===== config.mk =====
export PLATFORM = sky130hd
export DESIGN_NAME = skts_key_cmp
export DESIGN_NICKNAME = d
export VERILOG_FILES = /design/src/rtl/core/skts_pkg.sv /design/src/rtl/core/skts_key_cmp.sv
export SDC_FILE = /design/constraint.sdc
export NUM_CORES = 1
export LEC_CHECK = 0
export ABC_AREA = 1
export BUFFER_PORTS_ARGS = -buffer_cell sky130_fd_sc_hd__buf_4
export CAP_MARGIN = 20
export CORE_AREA = 2 2 99 101
export DETAILED_ROUTE_END_ITERATION = 10
export DIE_AREA = 0 0 101 103
export GPL_ROUTABILITY_DRIVEN = 0
export PLACE_DENSITY_LB_ADDON = 0.2
export SLEW_MARGIN = 25
export SYNTH_ARGS = -nofsm -noshare
export SYNTH_HDL_FRONTEND = slang
export SYNTH_SLANG_ARGS = --single-unit

===== constraint.sdc =====
create_clock -name vclk -period 5.8
set_clock_uncertainty 0.15 [all_clocks]
set_input_delay 1.16 -clock vclk [all_inputs]
set_output_delay 1.16 -clock vclk [all_outputs]
set_load 0.01 [all_outputs]

===== src/rtl/core/skts_pkg.sv =====
// ----------------------------------------------------------------------------
// skts_pkg: shared types and constants for the sorted key table
// Key widths, result field widths, operation codes and compare result type.
// ----------------------------------------------------------------------------
package skts_pkg;

   localparam int unsigned WORD_W      = 64;
   localparam int unsigned KEY_W       = 2 * WORD_W;
   localparam int unsigned OUT_IDX_W   = 13;
   localparam int unsigned DEF_CAPACITY = 4096;

   localparam logic FUNC_LOOKUP = 1'b0;
   localparam logic FUNC_INSERT = 1'b1;

   // outcome of one entry-versus-key compare
   typedef struct packed {
      logic below;   // entry < key
      logic equal;   // entry == key
   } cmp_result_type;

endpackage


===== src/rtl/core/skts_key_cmp.sv =====
// ----------------------------------------------------------------------------
// skts_key_cmp: 128-bit key compare
// Orders an entry against the search key, high word first, then low word.
// ----------------------------------------------------------------------------
module skts_key_cmp (
   input  logic [skts_pkg::WORD_W-1:0] entry_hi,
   input  logic [skts_pkg::WORD_W-1:0] entry_lo,
   input  logic [skts_pkg::WORD_W-1:0] key_hi,
   input  logic [skts_pkg::WORD_W-1:0] key_lo,
   output skts_pkg::cmp_result_type    result
);

   always_comb begin
      if (entry_hi != key_hi) begin
         result.below = entry_hi < key_hi;
         result.equal = 1'b0;
      end else begin
         result.below = entry_lo < key_lo;
         result.equal = entry_lo == key_lo;
      end
   end

endmodule


---- Yosys cells after proc, flatten, opt, wreduce, memory -nomap -nowiden ----
Index checks and enable logic that the tools add are counted.
storage, ports and cells
  output and inout bits ................... 2
  bits of input ports ..................... 256
  word-level logic and storage cells ...... 5
  bits in registers ....................... 0
operators by class
  equal/unequal tests ..................... 2
  mux-type cells .......................... 1
  order comparisons ....................... 2
operators with widths
  cell                         number
  less-than comparator 64 bit  2
  == test 64 bit               1
  inequality test 64 bit       1
  two-way mux 2 bit            1

---- Logic depth before layout (Yosys ltp) ----
  word-level depth ........................ 2
  depth in mapped cells ................... 16
  depth with buffers taken out ............ 16

---- Worst setup path after synthesis ----
OpenSTA, ideal clock, no wires.
  path kind ............................... input-to-output
  start point ............................. input port key_hi[55] in the netlist's numbering
  end point ............................... output port result[1] in the netlist's numbering
  path buffers ............................ 0
  path slack .............................. 2.189 ns
  data required time ...................... 4.490 ns
  stages .................................. 12
  data arrival time ....................... 2.301 ns
  cell sequence ........................... inv_1 -> ha_1 -> nand2_1 -> nor2_1 -> nand2_1 -> nor2_2 -> nand2_1 -> nor2_1 -> nand3_1 -> nor2_1 -> nand2_1 -> nand2_1
RTL lines
  item                line                RTL
  start: declaration  skts_key_cmp.sv:8   input logic [skts_pkg::WORD_W-1:0] key_hi,
  end: declaration    skts_key_cmp.sv:10  output skts_pkg::cmp_result_type result

==> metrics.cfg <==
[floorplanning]
boundaryPins=258
start_util_pct=36.3
rows=36
coreArea_um2=9460
die_area_um2=10400
die_y_um=103
die_w_um=101

[min_path]
whs_path_depth=7
whs_endpoint=result[0]
hold_path.startpoint=entry_lo[1]
hold_path_class=in2out

[synth]
yosys-top-cells-area=ha_1 47%, inv_1 17%, nand2_1 15%, a21oi_1 8.6%, nor2_1 4.5%
synth_top_family_by_area=adder cells
yosysTopAreaCellShare_pct=46.6
syn_area_per_cell_um2=6.06
yosysTopAreaCell=ha_1
synth.distinct_cells=17
synthXorXnorAreaFrac_pct=0
synth_nets=951
synthSimpleGateAreaFrac_pct=22.9
synth-warning-count=0
synth-compound-area-share_pct=13.1
syn_area_um2=3440
syn_inst=567
synth-seq-area-share_pct=0
synth_adder_area_share_pct=46.6
synth.area.mux_share_pct=0

[drt]
drc_errors=0
first_iter_violations=32
first_pass_iters=4
drt-total-wl_um=10600
vias=4293
wl_per_cell_um=11.3
ant_nets=0
via_per_inst=4.57

[run]
cap_violations=0

[power]
peakVddDrop_uv=31.8
comb_power_share_pct=100.0
seq_power_share_pct=0
p_leak_nw=3.64
p_int_w=0.000197
clockPowerShare_pct=0
total_power_w=0.000338
power.share.switching_pct=41.8
power_switching_w=0.000141
power_per_cell_area_nw_per_um2=61.3

[global_routing]
grt_pass1_wl_um=16300
grt_pass1_vias=4197
overflow=0
antenna_found_initial=0
grt_max_degree=4
track_usage_pct=18.6

[timing]
slew_headroom_pct=81.7
finalSetupViolCount=0
tns_ns=0
rsz0062_at_grt=no
finalHoldViolations=0
max_slew.worst_pin.slew_ns=0.274
final.period_utilization_pct=68.7
maxSlewViolCount=0
worst_slack_ns=1.82
fin_crit_ns=3.98
timing.hold.ws_ns=2.86
fmax_mhz=251

[setup_path]
cp_data_arrival_time_ns=2.67
critical_path_class=in2out
critPathMaxFanout=3
crit_required_ns=4.49
end_kind=output port
start_kind=input pin

[placement]
io_buffers=258
dp_hpwl_um=10200
pre_cts_slack_ns=1.78
dpl_cell_area_um2=5520

[finish]
fin_area_um2=5520
fill_cells=900
multiInputGateArea_um2=2840
clockBufferCount=0
drive_above_1_share_pct=31.9
regArea_um2=0
synthToLayoutAreaGrowth_pct=60.5
antenna_cells=0
nFlopsAndLatches=0
nNetsFinal=1211

[run_status]
status=complete, no violations

[clocking]
ctsHoldBuffers=0
post_cts_buffers=0
ctsResizeCount=0

## final cells by class
cell class | count | share of cell area, %
inverters | 159 | 10.8
multi-input cells | 408 | 51.5
well taps | 114 | 2.59
repair buffers | 258 | 35.1
## cells in the final DEF, fill, tap and decap left out, drive strengths merged
cell type  instances
a21o               4
o21ai             14
nand3b             1
o21bai             1
o21a               5
nand2            133
buf              258
a21boi             1
nand3              8
nor2              44
a21oi             59
nor3b              1
nand4              7
inv              159
ha               128
nor3               2
## synthesized netlist by cell type (all sizes together)
cell type	number
inv	159
a21boi	1
nor3	2
nor3b	1
ha	128
nand3b	1
o21bai	1
nand2	133
nand4	7
o21ai	14
a21o	4
nor2	44
nand3	8
o21a	5
a21oi	59
## metal layers
| metal | vias to the layer above | GRT usage [%] | part of all wire, % |
|---|---|---|---|
| met4 | 0 | 4.37 | 2.5 |
| li1 | 2304 | - | - |
| met1 | 1802 | 18.8 | 36 |
| met3 | 24 | 2.64 | 8.0 |
| met2 | 163 | 39.4 | 53 |
| met5 | - | 0 | 0 |
## power groups by stage
stage / Sequential (W) / Clock, W / Combinational, W
2_1_floorplan: 0 / 0 / 0.000162
3_3_place_gp: 0 / 0 / 0.000327
3_5_place_dp: 0 / 0 / 0.000341
4_1_cts: 0 / 0 / 0.000343
5_1_grt: 0 / 0 / 0.000390
6_report: 0 / 0 / 0.000338
## logic make-up (layout without fill, tap and decap cells)
family,count (synthesis),in the layout
simple gates,196,196
buf+inv,159,417
fa+ha+maj,128,128
compound gates,84,84
## critical path, cell delays in order
cell and delay, ns:
buf_4 0.11, ha_1 0.29, nand2_1 0.07, nor2_1 0.15, nand3_1 0.08, nor2_1 0.21
nand2_1 0.08, nor2_1 0.10, nand3_1 0.08, nor2_1 0.10, nand2_1 0.05, nand2_1 0.06
buf_4 0.12
## through the flow
step	utilization, %	std cells
final	58.3	939
after CTS	58.3	939
after global placement	58.3	939
after global routing	58.3	939
after detailed placement	58.3	939
after floorplan	-	567
## worst max path at each step
stage / startpoint / end / slack [ns] / cells past startpoint
after floorplan: key_hi[55] / result[1] / 2.19 / 12
after global placement: entry_hi[31] / result[1] / 1.82 / 13
after detailed placement: entry_hi[23] / result[1] / 1.78 / 13
after CTS: entry_hi[23] / result[1] / 1.78 / 13
after global routing: key_hi[23] / result[1] / 1.52 / 14
final: entry_hi[23] / result[1] / 1.82 / 13
(Power assumes the default switching activity.)
